==> src/hw/rtl/kvlp_pkg.sv <==
// Shared types, constants and decode functions for the key/value line parser.
// Used by the channel interfaces, the parse core, the result buffer and the top level.
// No dependencies.
`default_nettype none

package kvlp_pkg;

   localparam int unsigned MAX_VALUES = 16;
   localparam int unsigned LINE_LIMIT = 1024;

   localparam int CHAR_W = 8;
   localparam int ROLE_W = 3;
   localparam int SLOT_W = 4;
   localparam int POS_W  = 10;
   localparam int STAT_W = 3;
   localparam int LEN_W  = 11;
   localparam int CNT_W  = 5;

   localparam logic [LEN_W-1:0] LEN_LIMIT = LEN_W'(LINE_LIMIT);
   localparam logic [POS_W-1:0] POS_MAX   = POS_W'(LINE_LIMIT - 1);
   localparam logic [CNT_W-1:0] CNT_MAX   = CNT_W'(MAX_VALUES);

   localparam logic [CHAR_W-1:0] CHAR_HASH   = 8'h23;
   localparam logic [CHAR_W-1:0] CHAR_BLANK  = 8'h20;
   localparam logic [CHAR_W-1:0] CHAR_COMMA  = 8'h2C;
   localparam logic [CHAR_W-1:0] CHAR_QUOTE  = 8'h22;
   localparam logic [CHAR_W-1:0] CHAR_EQUALS = 8'h3D;

   typedef enum logic [4:0] {
      ST_IDLE, ST_NOTE, ST_KBEG, ST_KRUN, ST_KGAP,
      ST_VOPEN, ST_VBEG_A, ST_VRUN, ST_VGAP_PRE, ST_VGAP_POST, ST_VBEG_B,
      ST_QOPEN_A, ST_QOPEN_B, ST_QFIRST, ST_QRUN, ST_QCLOSE,
      ST_ERR_KEYCH, ST_ERR_NOKEY, ST_ERR_KEYBLANK, ST_ERR_VALCH,
      ST_ERR_NOQUOTE, ST_ERR_AFTERQ, ST_DONE
   } parse_state_type;

   typedef enum logic [2:0] {
      CLS_HASH, CLS_BLANK, CLS_COMMA, CLS_QUOTE, CLS_EQUALS, CLS_END, CLS_OTHER
   } char_class_type;

   typedef enum logic [ROLE_W-1:0] {
      ROLE_NONE, ROLE_KEY_START, ROLE_KEY_MORE, ROLE_VALUE_OPENED,
      ROLE_VALUE_FIRST, ROLE_VALUE_MORE, ROLE_OPENED_FIRST
   } role_type;

   typedef enum logic [STAT_W-1:0] {
      STAT_OK, STAT_BAD_KEY_CHAR, STAT_NO_KEY, STAT_KEY_BLANK,
      STAT_BAD_VALUE_CHAR, STAT_NO_END_QUOTE, STAT_BAD_AFTER_QUOTE, STAT_TOO_MANY
   } status_type;

   typedef struct packed {
      role_type           char_role;
      logic [SLOT_W-1:0]  value_index;
      logic [POS_W-1:0]   position;
      logic               finished;
      status_type         status;
      logic [LEN_W-1:0]   key_length;
      logic [CNT_W-1:0]   value_count;
      logic [LEN_W-1:0]   value_length;
   } rsp_payload_type;

   function automatic char_class_type classify(input logic [CHAR_W-1:0] code,
                                               input logic line_end);
      char_class_type cls;
      if (line_end) begin
         cls = CLS_END;
      end else if (code == CHAR_HASH) begin
         cls = CLS_HASH;
      end else if (code == CHAR_BLANK) begin
         cls = CLS_BLANK;
      end else if (code == CHAR_COMMA) begin
         cls = CLS_COMMA;
      end else if (code == CHAR_QUOTE) begin
         cls = CLS_QUOTE;
      end else if (code == CHAR_EQUALS) begin
         cls = CLS_EQUALS;
      end else begin
         cls = CLS_OTHER;
      end
      return cls;
   endfunction

   // Transition table. Error and done states never look ahead (the line is
   // closed by then), so they share the idle row.
   function automatic parse_state_type next_state(input parse_state_type s,
                                                  input char_class_type c);
      parse_state_type ns;
      ns = ST_IDLE;
      unique case (s) inside
         ST_NOTE: begin
            ns = (c == CLS_END) ? ST_DONE : ST_NOTE;
         end
         ST_KBEG, ST_KRUN, ST_KGAP: begin
            unique case (c) inside
               CLS_HASH:             ns = ST_NOTE;
               CLS_BLANK:            ns = ST_KGAP;
               CLS_COMMA, CLS_QUOTE: ns = ST_ERR_KEYCH;
               CLS_EQUALS:           ns = ST_VOPEN;
               CLS_END:              ns = ST_DONE;
               default:              ns = (s == ST_KGAP) ? ST_ERR_KEYBLANK : ST_KRUN;
            endcase
         end
         ST_VOPEN, ST_VGAP_PRE: begin
            unique case (c) inside
               CLS_HASH:   ns = ST_NOTE;
               CLS_BLANK:  ns = ST_VGAP_PRE;
               CLS_COMMA:  ns = ST_VOPEN;
               CLS_QUOTE:  ns = ST_QOPEN_A;
               CLS_EQUALS: ns = ST_ERR_VALCH;
               CLS_END:    ns = ST_DONE;
               default:    ns = ST_VBEG_A;
            endcase
         end
         ST_VBEG_A, ST_VRUN, ST_VBEG_B: begin
            unique case (c) inside
               CLS_HASH:              ns = ST_NOTE;
               CLS_BLANK:             ns = ST_VGAP_POST;
               CLS_COMMA:             ns = ST_VOPEN;
               CLS_QUOTE, CLS_EQUALS: ns = ST_ERR_VALCH;
               CLS_END:               ns = ST_DONE;
               default:               ns = ST_VRUN;
            endcase
         end
         ST_VGAP_POST: begin
            unique case (c) inside
               CLS_HASH:   ns = ST_NOTE;
               CLS_BLANK:  ns = ST_VGAP_POST;
               CLS_COMMA:  ns = ST_VOPEN;
               CLS_QUOTE:  ns = ST_QOPEN_B;
               CLS_EQUALS: ns = ST_ERR_VALCH;
               CLS_END:    ns = ST_DONE;
               default:    ns = ST_VBEG_B;
            endcase
         end
         ST_QOPEN_A, ST_QOPEN_B, ST_QFIRST, ST_QRUN: begin
            unique case (c) inside
               CLS_QUOTE: ns = ST_QCLOSE;
               CLS_END:   ns = ST_ERR_NOQUOTE;
               default: begin
                  ns = (s == ST_QFIRST || s == ST_QRUN) ? ST_QRUN : ST_QFIRST;
               end
            endcase
         end
         ST_QCLOSE: begin
            unique case (c) inside
               CLS_HASH:  ns = ST_NOTE;
               CLS_BLANK: ns = ST_VGAP_POST;
               CLS_COMMA: ns = ST_VOPEN;
               CLS_END:   ns = ST_DONE;
               default:   ns = ST_ERR_AFTERQ;
            endcase
         end
         default: begin
            unique case (c) inside
               CLS_HASH:             ns = ST_NOTE;
               CLS_BLANK:            ns = ST_IDLE;
               CLS_COMMA, CLS_QUOTE: ns = ST_ERR_KEYCH;
               CLS_EQUALS:           ns = ST_ERR_NOKEY;
               CLS_END:              ns = ST_DONE;
               default:              ns = ST_KBEG;
            endcase
         end
      endcase
      return ns;
   endfunction

endpackage

`default_nettype wire

==> src/hw/rtl/kvlp_req_if.sv <==
// Input channel of the key/value line parser: one character or end mark per transaction.
// Depends on kvlp_pkg.
`default_nettype none

interface kvlp_req_if;
   import kvlp_pkg::*;

   logic              valid;
   logic              ready;
   logic [CHAR_W-1:0] char_code;
   logic              line_end;

   modport source (output valid, output char_code, output line_end, input ready);
   modport sink   (input valid, input char_code, input line_end, output ready);
endinterface

`default_nettype wire

==> src/hw/rtl/kvlp_rsp_if.sv <==
// Result channel of the key/value line parser: one result per input transaction.
// Depends on kvlp_pkg.
`default_nettype none

interface kvlp_rsp_if;
   import kvlp_pkg::*;

   logic              valid;
   logic              ready;
   logic [ROLE_W-1:0] char_role;
   logic [SLOT_W-1:0] value_index;
   logic [POS_W-1:0]  position;
   logic              finished;
   logic [STAT_W-1:0] status;
   logic [LEN_W-1:0]  key_length;
   logic [CNT_W-1:0]  value_count;
   logic [LEN_W-1:0]  value_length;

   modport source (output valid, output char_role, output value_index, output position,
                   output finished, output status, output key_length,
                   output value_count, output value_length, input ready);
   modport sink   (input valid, input char_role, input value_index, input position,
                   input finished, input status, input key_length,
                   input value_count, input value_length, output ready);
endinterface

`default_nettype wire

==> src/hw/rtl/kvlp_core.sv <==
// Parse core: input register, parser state and the per-character decode.
// Depends on kvlp_pkg and kvlp_req_if.
`default_nettype none

module kvlp_core (
   input  wire logic                      clock,
   input  wire logic                      reset,
   kvlp_req_if.sink                       req_chan,
   output      logic                      out_valid,
   input  wire logic                      out_ready,
   output      kvlp_pkg::rsp_payload_type out_data
);
   import kvlp_pkg::*;

   // input register
   logic              in_valid_ff;
   logic [CHAR_W-1:0] char_ff;
   logic              end_ff;

   // parser state
   parse_state_type   state_ff,   state_in;
   logic [POS_W-1:0]  offset_ff,  offset_in;
   logic [CNT_W-1:0]  opened_ff,  opened_in;
   logic [SLOT_W-1:0] slot_ff,    slot_in;
   logic [LEN_W-1:0]  key_len_ff, key_len_in;
   logic [LEN_W-1:0]  val_len_ff, val_len_in;
   logic              closed_ff,  closed_in;
   status_type        held_ff,    held_in;

   char_class_type    cls;
   parse_state_type   ns;
   role_type          role;
   status_type        stat;
   logic              fin;
   logic              can_open;
   logic              advance;

   assign advance        = in_valid_ff && out_ready;
   assign req_chan.ready = !in_valid_ff || out_ready;

   always_ff @(posedge clock) begin
      if (reset) begin
         in_valid_ff <= 1'b0;
      end else if (req_chan.ready) begin
         in_valid_ff <= req_chan.valid;
      end
      if (req_chan.valid && req_chan.ready) begin
         char_ff <= req_chan.char_code;
         end_ff  <= req_chan.line_end;
      end
   end

   assign cls      = classify(char_ff, end_ff);
   assign ns       = next_state(state_ff, cls);
   assign can_open = opened_ff < CNT_MAX;

   // next state
   always_comb begin
      state_in = state_ff;
      if (!closed_ff) begin
         state_in = ns;
      end
   end

   // per-character outputs and counter updates
   always_comb begin
      role       = ROLE_NONE;
      stat       = STAT_OK;
      fin        = 1'b0;
      opened_in  = opened_ff;
      slot_in    = slot_ff;
      key_len_in = key_len_ff;
      val_len_in = val_len_ff;
      closed_in  = closed_ff;
      held_in    = held_ff;
      if (closed_ff) begin
         fin  = 1'b1;
         stat = held_ff;
      end else begin
         unique case (ns) inside
            ST_KBEG: begin
               key_len_in = LEN_W'(1);
               role       = ROLE_KEY_START;
            end
            ST_KRUN: begin
               key_len_in = (key_len_ff < LEN_LIMIT) ? key_len_ff + LEN_W'(1) : key_len_ff;
               role       = ROLE_KEY_MORE;
            end
            ST_VOPEN, ST_QOPEN_B, ST_VBEG_B: begin
               if (can_open) begin
                  opened_in  = opened_ff + CNT_W'(1);
                  slot_in    = opened_ff[SLOT_W-1:0];
                  val_len_in = (ns == ST_VBEG_B) ? LEN_W'(1) : '0;
                  role       = (ns == ST_VBEG_B) ? ROLE_OPENED_FIRST : ROLE_VALUE_OPENED;
               end else begin
                  stat = STAT_TOO_MANY;
               end
            end
            ST_VBEG_A, ST_QFIRST: begin
               val_len_in = LEN_W'(1);
               role       = ROLE_VALUE_FIRST;
            end
            ST_VRUN, ST_QRUN: begin
               val_len_in = (val_len_ff < LEN_LIMIT) ? val_len_ff + LEN_W'(1) : val_len_ff;
               role       = ROLE_VALUE_MORE;
            end
            ST_ERR_KEYCH:    stat = STAT_BAD_KEY_CHAR;
            ST_ERR_NOKEY:    stat = STAT_NO_KEY;
            ST_ERR_KEYBLANK: stat = STAT_KEY_BLANK;
            ST_ERR_VALCH:    stat = STAT_BAD_VALUE_CHAR;
            ST_ERR_NOQUOTE:  stat = STAT_NO_END_QUOTE;
            ST_ERR_AFTERQ:   stat = STAT_BAD_AFTER_QUOTE;
            default: ;
         endcase
         if (stat != STAT_OK || ns == ST_DONE) begin
            fin       = 1'b1;
            closed_in = 1'b1;
            held_in   = stat;
         end
      end
      offset_in = (offset_ff < POS_MAX) ? offset_ff + POS_W'(1) : offset_ff;
   end

   always_ff @(posedge clock) begin
      if (reset || (advance && end_ff)) begin
         state_ff   <= ST_IDLE;
         offset_ff  <= '0;
         opened_ff  <= '0;
         slot_ff    <= '0;
         key_len_ff <= '0;
         val_len_ff <= '0;
         closed_ff  <= 1'b0;
         held_ff    <= STAT_OK;
      end else if (advance) begin
         state_ff   <= state_in;
         offset_ff  <= offset_in;
         opened_ff  <= opened_in;
         slot_ff    <= slot_in;
         key_len_ff <= key_len_in;
         val_len_ff <= val_len_in;
         closed_ff  <= closed_in;
         held_ff    <= held_in;
      end
   end

   assign out_valid              = in_valid_ff;
   assign out_data.char_role     = role;
   assign out_data.value_index   = slot_in;
   assign out_data.position      = offset_ff;
   assign out_data.finished      = fin;
   assign out_data.status        = stat;
   assign out_data.key_length    = key_len_in;
   assign out_data.value_count   = opened_in;
   assign out_data.value_length  = val_len_in;

endmodule

`default_nettype wire

==> src/hw/rtl/kvlp_rsp_buf.sv <==
// Two-entry result buffer (head register plus skid entry) driving the result channel.
// Depends on kvlp_pkg and kvlp_rsp_if.
`default_nettype none

module kvlp_rsp_buf (
   input  wire logic                      clock,
   input  wire logic                      reset,
   input  wire logic                      in_valid,
   output      logic                      in_ready,
   input  wire kvlp_pkg::rsp_payload_type in_data,
   kvlp_rsp_if.source                     rsp_chan
);
   import kvlp_pkg::*;

   logic            head_valid_ff;
   logic            tail_valid_ff;
   rsp_payload_type head_ff;
   rsp_payload_type tail_ff;
   logic            push;
   logic            pop;

   // ready depends only on the skid entry, so no path from rsp ready back upstream
   assign in_ready = !tail_valid_ff;
   assign push     = in_valid && in_ready;
   assign pop      = head_valid_ff && rsp_chan.ready;

   always_ff @(posedge clock) begin
      if (reset) begin
         head_valid_ff <= 1'b0;
         tail_valid_ff <= 1'b0;
      end else if (pop) begin
         if (tail_valid_ff) begin
            tail_valid_ff <= 1'b0;
         end else begin
            head_valid_ff <= push;
         end
      end else if (push) begin
         if (head_valid_ff) begin
            tail_valid_ff <= 1'b1;
         end else begin
            head_valid_ff <= 1'b1;
         end
      end
   end

   always_ff @(posedge clock) begin
      if (pop && tail_valid_ff) begin
         head_ff <= tail_ff;
      end else if (push && (pop || !head_valid_ff)) begin
         head_ff <= in_data;
      end
      if (push && head_valid_ff && !pop) begin
         tail_ff <= in_data;
      end
   end

   assign rsp_chan.valid        = head_valid_ff;
   assign rsp_chan.char_role    = head_ff.char_role;
   assign rsp_chan.value_index  = head_ff.value_index;
   assign rsp_chan.position     = head_ff.position;
   assign rsp_chan.finished     = head_ff.finished;
   assign rsp_chan.status       = head_ff.status;
   assign rsp_chan.key_length   = head_ff.key_length;
   assign rsp_chan.value_count  = head_ff.value_count;
   assign rsp_chan.value_length = head_ff.value_length;

endmodule

`default_nettype wire

==> src/hw/rtl/key_value_line_parser.sv <==
// Top level of the key/value line parser: parse core feeding a two-entry result buffer.
// Depends on kvlp_pkg, kvlp_req_if, kvlp_rsp_if, kvlp_core and kvlp_rsp_buf.
//
// Feed one character of a "key = value, value" line per transaction, then a transaction
// with line_end set; each transaction gives exactly one result, in order, describing that
// character's role, its value slot, its offset and the running key/value lengths. Once an
// error or the end of the line is reached, finished stays set with the held status until
// the end mark, after which the parser is back in its reset state. The block takes one
// character per clock while the result side keeps up: the table lookup and counter
// updates sit between the input register and the result register, and a result is
// presented from the result register after its character has passed the input register.
// A two-entry result buffer keeps input flowing while a result waits on the output side.
`default_nettype none

module key_value_line_parser (
   input wire logic   clock,
   input wire logic   reset,
   kvlp_req_if.sink   req_chan,
   kvlp_rsp_if.source rsp_chan
);
   import kvlp_pkg::*;

   logic            core_valid;
   logic            core_ready;
   rsp_payload_type core_data;

   kvlp_core u_core (
      .clock     (clock),
      .reset     (reset),
      .req_chan  (req_chan),
      .out_valid (core_valid),
      .out_ready (core_ready),
      .out_data  (core_data)
   );

   kvlp_rsp_buf u_rsp_buf (
      .clock    (clock),
      .reset    (reset),
      .in_valid (core_valid),
      .in_ready (core_ready),
      .in_data  (core_data),
      .rsp_chan (rsp_chan)
   );

endmodule

`default_nettype wire

==> src/flat_wrapper.sv <==
// flat-port wrapper written by rule: the top's interface ports become plain ports
module key_value_line_parser_flat import kvlp_pkg::*;
  (clock, reset, req_chan_valid, req_chan_char_code, req_chan_line_end, req_chan_ready, rsp_chan_valid, rsp_chan_char_role, rsp_chan_value_index, rsp_chan_position, rsp_chan_finished, rsp_chan_status, rsp_chan_key_length, rsp_chan_value_count, rsp_chan_value_length, rsp_chan_ready);
  kvlp_req_if req_chan_i ();
  kvlp_rsp_if rsp_chan_i ();
  input wire logic clock;
  input wire logic reset;
  input wire logic [$bits(req_chan_i.valid)-1:0] req_chan_valid;
  input wire logic [$bits(req_chan_i.char_code)-1:0] req_chan_char_code;
  input wire logic [$bits(req_chan_i.line_end)-1:0] req_chan_line_end;
  output wire logic [$bits(req_chan_i.ready)-1:0] req_chan_ready;
  output wire logic [$bits(rsp_chan_i.valid)-1:0] rsp_chan_valid;
  output wire logic [$bits(rsp_chan_i.char_role)-1:0] rsp_chan_char_role;
  output wire logic [$bits(rsp_chan_i.value_index)-1:0] rsp_chan_value_index;
  output wire logic [$bits(rsp_chan_i.position)-1:0] rsp_chan_position;
  output wire logic [$bits(rsp_chan_i.finished)-1:0] rsp_chan_finished;
  output wire logic [$bits(rsp_chan_i.status)-1:0] rsp_chan_status;
  output wire logic [$bits(rsp_chan_i.key_length)-1:0] rsp_chan_key_length;
  output wire logic [$bits(rsp_chan_i.value_count)-1:0] rsp_chan_value_count;
  output wire logic [$bits(rsp_chan_i.value_length)-1:0] rsp_chan_value_length;
  input wire logic [$bits(rsp_chan_i.ready)-1:0] rsp_chan_ready;
  assign req_chan_i.valid = req_chan_valid;
  assign req_chan_i.char_code = req_chan_char_code;
  assign req_chan_i.line_end = req_chan_line_end;
  assign req_chan_ready = req_chan_i.ready;
  assign rsp_chan_valid = rsp_chan_i.valid;
  assign rsp_chan_char_role = rsp_chan_i.char_role;
  assign rsp_chan_value_index = rsp_chan_i.value_index;
  assign rsp_chan_position = rsp_chan_i.position;
  assign rsp_chan_finished = rsp_chan_i.finished;
  assign rsp_chan_status = rsp_chan_i.status;
  assign rsp_chan_key_length = rsp_chan_i.key_length;
  assign rsp_chan_value_count = rsp_chan_i.value_count;
  assign rsp_chan_value_length = rsp_chan_i.value_length;
  assign rsp_chan_i.ready = rsp_chan_ready;
  key_value_line_parser u_core (.clock(clock), .reset(reset), .req_chan(req_chan_i), .rsp_chan(rsp_chan_i));
endmodule
==> config.mk <==
export PLATFORM = sky130hd
export DESIGN_NAME = key_value_line_parser_flat
export DESIGN_NICKNAME = d
export VERILOG_FILES = /design/src/hw/rtl/kvlp_pkg.sv /design/src/hw/rtl/kvlp_req_if.sv /design/src/hw/rtl/kvlp_rsp_if.sv /design/src/hw/rtl/kvlp_core.sv /design/src/hw/rtl/kvlp_rsp_buf.sv /design/src/hw/rtl/key_value_line_parser.sv /design/src/flat_wrapper.sv
export SDC_FILE = /design/constraint.sdc
export NUM_CORES = 1
export LEC_CHECK = 0
export BUFFER_PORTS_ARGS = -buffer_cell sky130_fd_sc_hd__buf_2
export CORE_MARGIN = 2
export CORE_UTILIZATION = 25
export DETAILED_ROUTE_END_ITERATION = 6
export GPL_TIMING_DRIVEN = 1
export PLACE_DENSITY_LB_ADDON = 0.3
export REMOVE_ABC_BUFFERS = 1
export SYNTH_ARGS = -nofsm -noshare
export SYNTH_HDL_FRONTEND = slang
export SYNTH_HIERARCHICAL = 1
export SYNTH_SLANG_ARGS = --single-unit
==> constraint.sdc <==
create_clock -name clock -period 6.31 [get_ports clock]
set_clock_uncertainty 0.05 [all_clocks]
set_input_delay 0.631 -clock clock [delete_from_list [all_inputs] [get_ports clock]]
set_output_delay 0.631 -clock clock [all_outputs]
set_load 0.01 [all_outputs]
### Word-level counts from Yosys, hierarchy flattened

Index checks and enable logic that the tools add are counted.
Widths: inputs -> output; s select.

* register bits after elaboration: 158
* input port bits: 13
* output and inout port bits: 50
* logic and storage cells: 162

* add/sub/neg operators: 4
* order comparisons: 4
* eq/ne operators: 42
* muxes and demuxes: 46
* bitwise gates (word level): 1
* reduce and logical (&&, ||, !) cells: 36

Operator list (count)
* $mux 48: 2
* $pmux 5 s5: 3
* $eq 5x4->1 const B: 12
* $pmux 5 s6: 2
* $mux 11: 5
* $eq 8x6->1 const B: 5
* $eq 5x3->1 const B: 7
* $eq 5x5->1 const B: 7
* $pmux 5 s7: 1
* $mux 3: 11
* $pmux 11 s3: 1
* $mux 5: 5
* $add 11x1->11 const B: 2
* $lt 11x11->1 const B: 2
* $pmux 11 s2: 1
* $pmux 3 s7: 1
* $eq 5x2->1 const B: 4
* $pmux 5 s4: 1
* $pmux 3 s5: 1
* $mux 4: 3
* $reduce_or 2->1: 6
* $add 10x1->10 const B: 1
* $lt 10x10->1 const B: 1
* $pmux 5 s2: 1
* other kinds (20): 48

### Longest topological paths before layout

* depth in word-level cells: 21
* mapped depth: 15
* gate-level depth less buffers: 11

### Cells and area by module

The synthesis kept the hierarchy.

By module, submodules not included
* kvlp_core: instances 1, cells an instance 601, area an instance 4570.6 sq um, seq. area each 1291.2 sq um
* kvlp_rsp_buf: instances 1, cells an instance 162, area an instance 3644.7 sq um, seq. area each 2922.8 sq um

### Least setup slack after synthesis

OpenSTA, ideal clock, no wires.

* kind: input -> register
* start: in rsp_chan_ready
* end: reg u_core/u_rsp_buf/tail_ff[0] (netlist name), enable pin
* library setup time: 0.524 ns
* arrival time: 4.184 ns
* data required time: 5.736 ns
* path slack: 1.553 ns
* stages on the path: 1
* buffers on the path: 0
* path through: nor3b_1

* cells in the longest elaborated chain, start to end: 3

Ends and longest elaborated chain
* from (decl): RTL line flat_wrapper.sv:21 `input wire logic [$bits(rsp_chan_i.ready)-1:0] rsp_chan_ready;`
* $logic_and 1x1->1: RTL line kvlp_rsp_buf.sv:25 `assign pop = head_valid_ff && rsp_chan.ready;`
* $logic_not 1->1: RTL line kvlp_rsp_buf.sv:52 `if (push && head_valid_ff && !pop) begin`
* $logic_and 1x1->1: RTL line kvlp_rsp_buf.sv:52
* to (signal assigned): RTL line kvlp_rsp_buf.sv:53 `tail_ff <= in_data;`
* to (decl): RTL line kvlp_rsp_buf.sv:18 `rsp_payload_type tail_ff;`

No other way between the ends.
A chain may end at the register's enable or synchronous reset.

==> results.cfg <==
[routing]
drt_iter0_markers = 578
routed_wl_um = 19800
post_drt_via_cell_ratio = 4.72
num_vias = 5963
drc = 0
ant_nets = 0
drt-wirelength-per-cell_um = 15.7
drt-pass1-iter-count = 6

[clocking]
path_clk_slew_ns = 0.07
numCtsBuffers = 17
clockBufferDepth = 2
cts_tree = done
postCtsHoldBufs = 0
root_buffer = clkbuf_16
clkSinkCount = 158
cts-resized-gates = 0
cts_setup_buffers = 0
cts_htree_levels = 4
clk_latency_ns = 0.44

[die]
io_pins = 63
coreArea_sq_mm = 0.0325
die_x_um = 185
die_area_sq_mm = 0.0343
rows = 66
start_util_pct = 25.3
fp.dieH_um = 185

[setup_path]
cp-end-kind = flip-flop
rrSetupSlack_ns = 1.57
r2r-start = u_core/u_core/end_ff
startpoint_type = flip-flop
crit_fanout = 23
crit_required_ns = 6.45
crit_type = flip-flop to flip-flop
cp.arrival_ns = 4.88
worstRegToRegCells = 13
cp-startpoint = u_core/u_core/end_ff
regToRegEndpoint = u_core/u_rsp_buf/rsp_chan.value_length[5]

[power]
vdd_ir_drop_max_v = 0.000176
p_leak_nw = 3.33
pwr_density_cell_mw_per_mm2 = 268

[sta]
max_freq_mhz = 211
hold_viol_final = 0
rsz0062_at_grt = no
min_period_over_period_pct = 75.1
max_slew_margin_pct = 35.4
slew_viol_final = 0
finalSetupTns_ns = 0
fin_ws_ns = 1.57
worst_hold_slack_ns = 0.320
setup_viol = 0
min_period_ns = 4.74
worst_pin_slew_ns = 0.967

[synthesis]
synth.ff_latch_count = 158
synthMuxAreaShare_pct = 8.70
synth_cell_types = 90
async_reset_ff_share_pct = 0
synth-xor-area-share_pct = 1.39
syn_area_per_cell_sq_um = 10.8
yosysWarnings = 6
ys_top_cells_by_area = edfxtp_1 38%, dfxtp_1 13%, mux2_2 4.8%
syn-cell-area_sq_mm = 0.00822
synth_top_family_by_area = simple AND/OR/NAND/NOR gates
netlist_instances = 763
synth-simple-area-share_pct = 18.7
seq_area_frac_synth_pct = 51.3
synth_largest_area_cell = edfxtp_1
synth_common_cells = 105 x edfxtp_1, 63 x nor2_1, 59 x nand2_1, 53 x dfxtp_1, 46 x a21oi_1
ys.flop_type = edfxtp_1
synth_edf_count = 105
synthAdderAreaFrac_pct = 0.609
synth_top_area_share_pct = 38.4
yosysMostFrequentCell = edfxtp_1
synth_compound_area_share_pct = 15.5

[place]
dpl.hpwl_um = 13100
gp_congestion = 0.853
dp_slack_ns = 1.60
dp.cells = 1231
port_buffers = 62

[layout]
final_core_util_pct = 29.4
fill_cells = 3345
ff_latch_area_sq_mm = 0.00421
n_antenna_cell = 0
final_cells = 1263
multi_input_area_sq_mm = 0.00371
nets = 825
drive_above_1_share_pct = 23.3
area_growth_pct = 16.2

[worst_hold_path]
hold_start = req_chan_char_code[2]
whs_path_depth = 1
whs_endpoint = u_core/u_core/char_ff[2]
hold_class = primary input to flip-flop

[global_route]
overflow = 0
grt.total_usage_pct = 11.8
grt_pass1_wl_um = 31700
grt_max_degree = 49
grt_pass1_vias = 5733
antenna_found_initial = 0

[run_status]
status = completed

[flow_run]
cap_violations = 0
## worst max-delay path, cell delays in order, from the launching register on
cell and delay, ns:
edfxtp_1 0.93, inv_1 0.31, o211ai_1 0.28, a21oi_1 0.08, o32a_1 0.35, a211oi_2 0.20, buf_4 0.30, nand2_1 0.14
nor4_2 0.46, nor4b_2 0.19, buf_4 0.19, nor3_2 0.49, a31oi_1 0.21, mux2_2 0.30
## sequential cells by signal, summed over array words and instances (netlist names), 3 cells and up
name / flops
u_core/u_core/opened_ff: 5
u_core/u_rsp_buf/rsp_chan.char_role: 3
u_core/u_core/char_ff: 8
u_core/u_core/val_len_ff: 11
u_core/u_core/state_ff: 5
u_core/u_rsp_buf/rsp_chan.status: 3
u_core/u_core/offset_ff: 10
u_core/u_rsp_buf/rsp_chan.value_index: 4
u_core/u_rsp_buf/tail_ff: 48
u_core/u_core/held_ff: 3
u_core/u_core/slot_ff: 4
u_core/u_core/key_len_ff: 11
u_core/u_rsp_buf/rsp_chan.position: 10
u_core/u_rsp_buf/rsp_chan.key_length: 11
u_core/u_rsp_buf/rsp_chan.value_count: 5
u_core/u_rsp_buf/rsp_chan.value_length: 11
## power by group
group | internal, mW | switching [mW]
logic | 0.127 | 0.215
registers | 1.14 | 0.0327
clock network | 0.567 | 0.481
## stage by stage
stage               area [sq um]  total power, mW
floorplan                   7980             1.42
global placement            8940             1.54
finish                      9550             2.56
global route                9550             2.68
detailed placement          8940             1.54
CTS                         9550             2.60
## cell type report
| type | count | share of cell area [%] |
|---|---|---|
| sequential | 158 | 44.1 |
| timing repair buffer | 73 | 4.11 |
| inverter | 19 | 0.747 |
| clock inverter | 15 | 1.91 |
| tap | 442 | 5.79 |
| multi-input combinational | 539 | 38.8 |
| clock buffer | 17 | 4.46 |
## worst max-delay path by stage
stage                                           endpoint  slack (ns)  cells past startpoint
5_1_grt        u_core/u_rsp_buf/rsp_chan.value_length[7]        1.28                     13
6_report       u_core/u_rsp_buf/rsp_chan.value_length[5]        1.57                     13
2_1_floorplan                u_core/u_rsp_buf/tail_ff[0]        1.55                      1
3_3_place_gp   u_core/u_rsp_buf/rsp_chan.value_length[4]        1.59                     13
4_1_cts        u_core/u_rsp_buf/rsp_chan.value_length[5]        1.58                     13
3_5_place_dp   u_core/u_rsp_buf/rsp_chan.value_length[7]        1.60                     13
## cell usage in the layout (no fill, tap or decap), drive strengths merged, types with 7 or more instances in the layout
| cell type | count |
|---|---|
| a211oi | 11 |
| mux2 | 55 |
| o21ai | 50 |
| a21oi | 47 |
| o31ai | 9 |
| nor2b | 10 |
| nand3 | 28 |
| nand4 | 8 |
| or2 | 7 |
| dfxtp | 53 |
| xnor2 | 8 |
| clkinv | 9 |
| edfxtp | 105 |
| nor3b | 7 |
| inv | 24 |
| or3 | 17 |
| nor3 | 16 |
| nor4b | 9 |
| nor2 | 63 |
| a31oi | 13 |
| nand2 | 60 |
| a21o | 7 |
| nor4 | 7 |
| nand2b | 17 |
| buf | 73 |
| clkbuf | 17 |
## per-layer routing
| metal | global-route usage [%] | share of wire [%] | wire length, um | vias up |
|---|---|---|---|---|
| met5 | 0 | 0 | 0 | - |
| met3 | 2.58 | 3.4 | 673 | 16 |
| met1 | 16.3 | 50 | 10000 | 2888 |
| met2 | 18.3 | 45 | 8970 | 103 |
| met4 | 3.78 | 0.94 | 187 | 0 |
| li1 | - | - | - | 2956 |
## cell families (layout without fill, tap and decap cells)
family,count (synthesis),after routing
multiplexers,57,57
XOR/XNOR,13,13
adder cells (fa/ha/maj),4,4
buffers and inverters,66,124
flip-flops,158,158
AO/OA/AOI/OAI,186,186
AND/OR/NAND/NOR,279,279
Note: power is estimated with default switching activity, not from simulation.
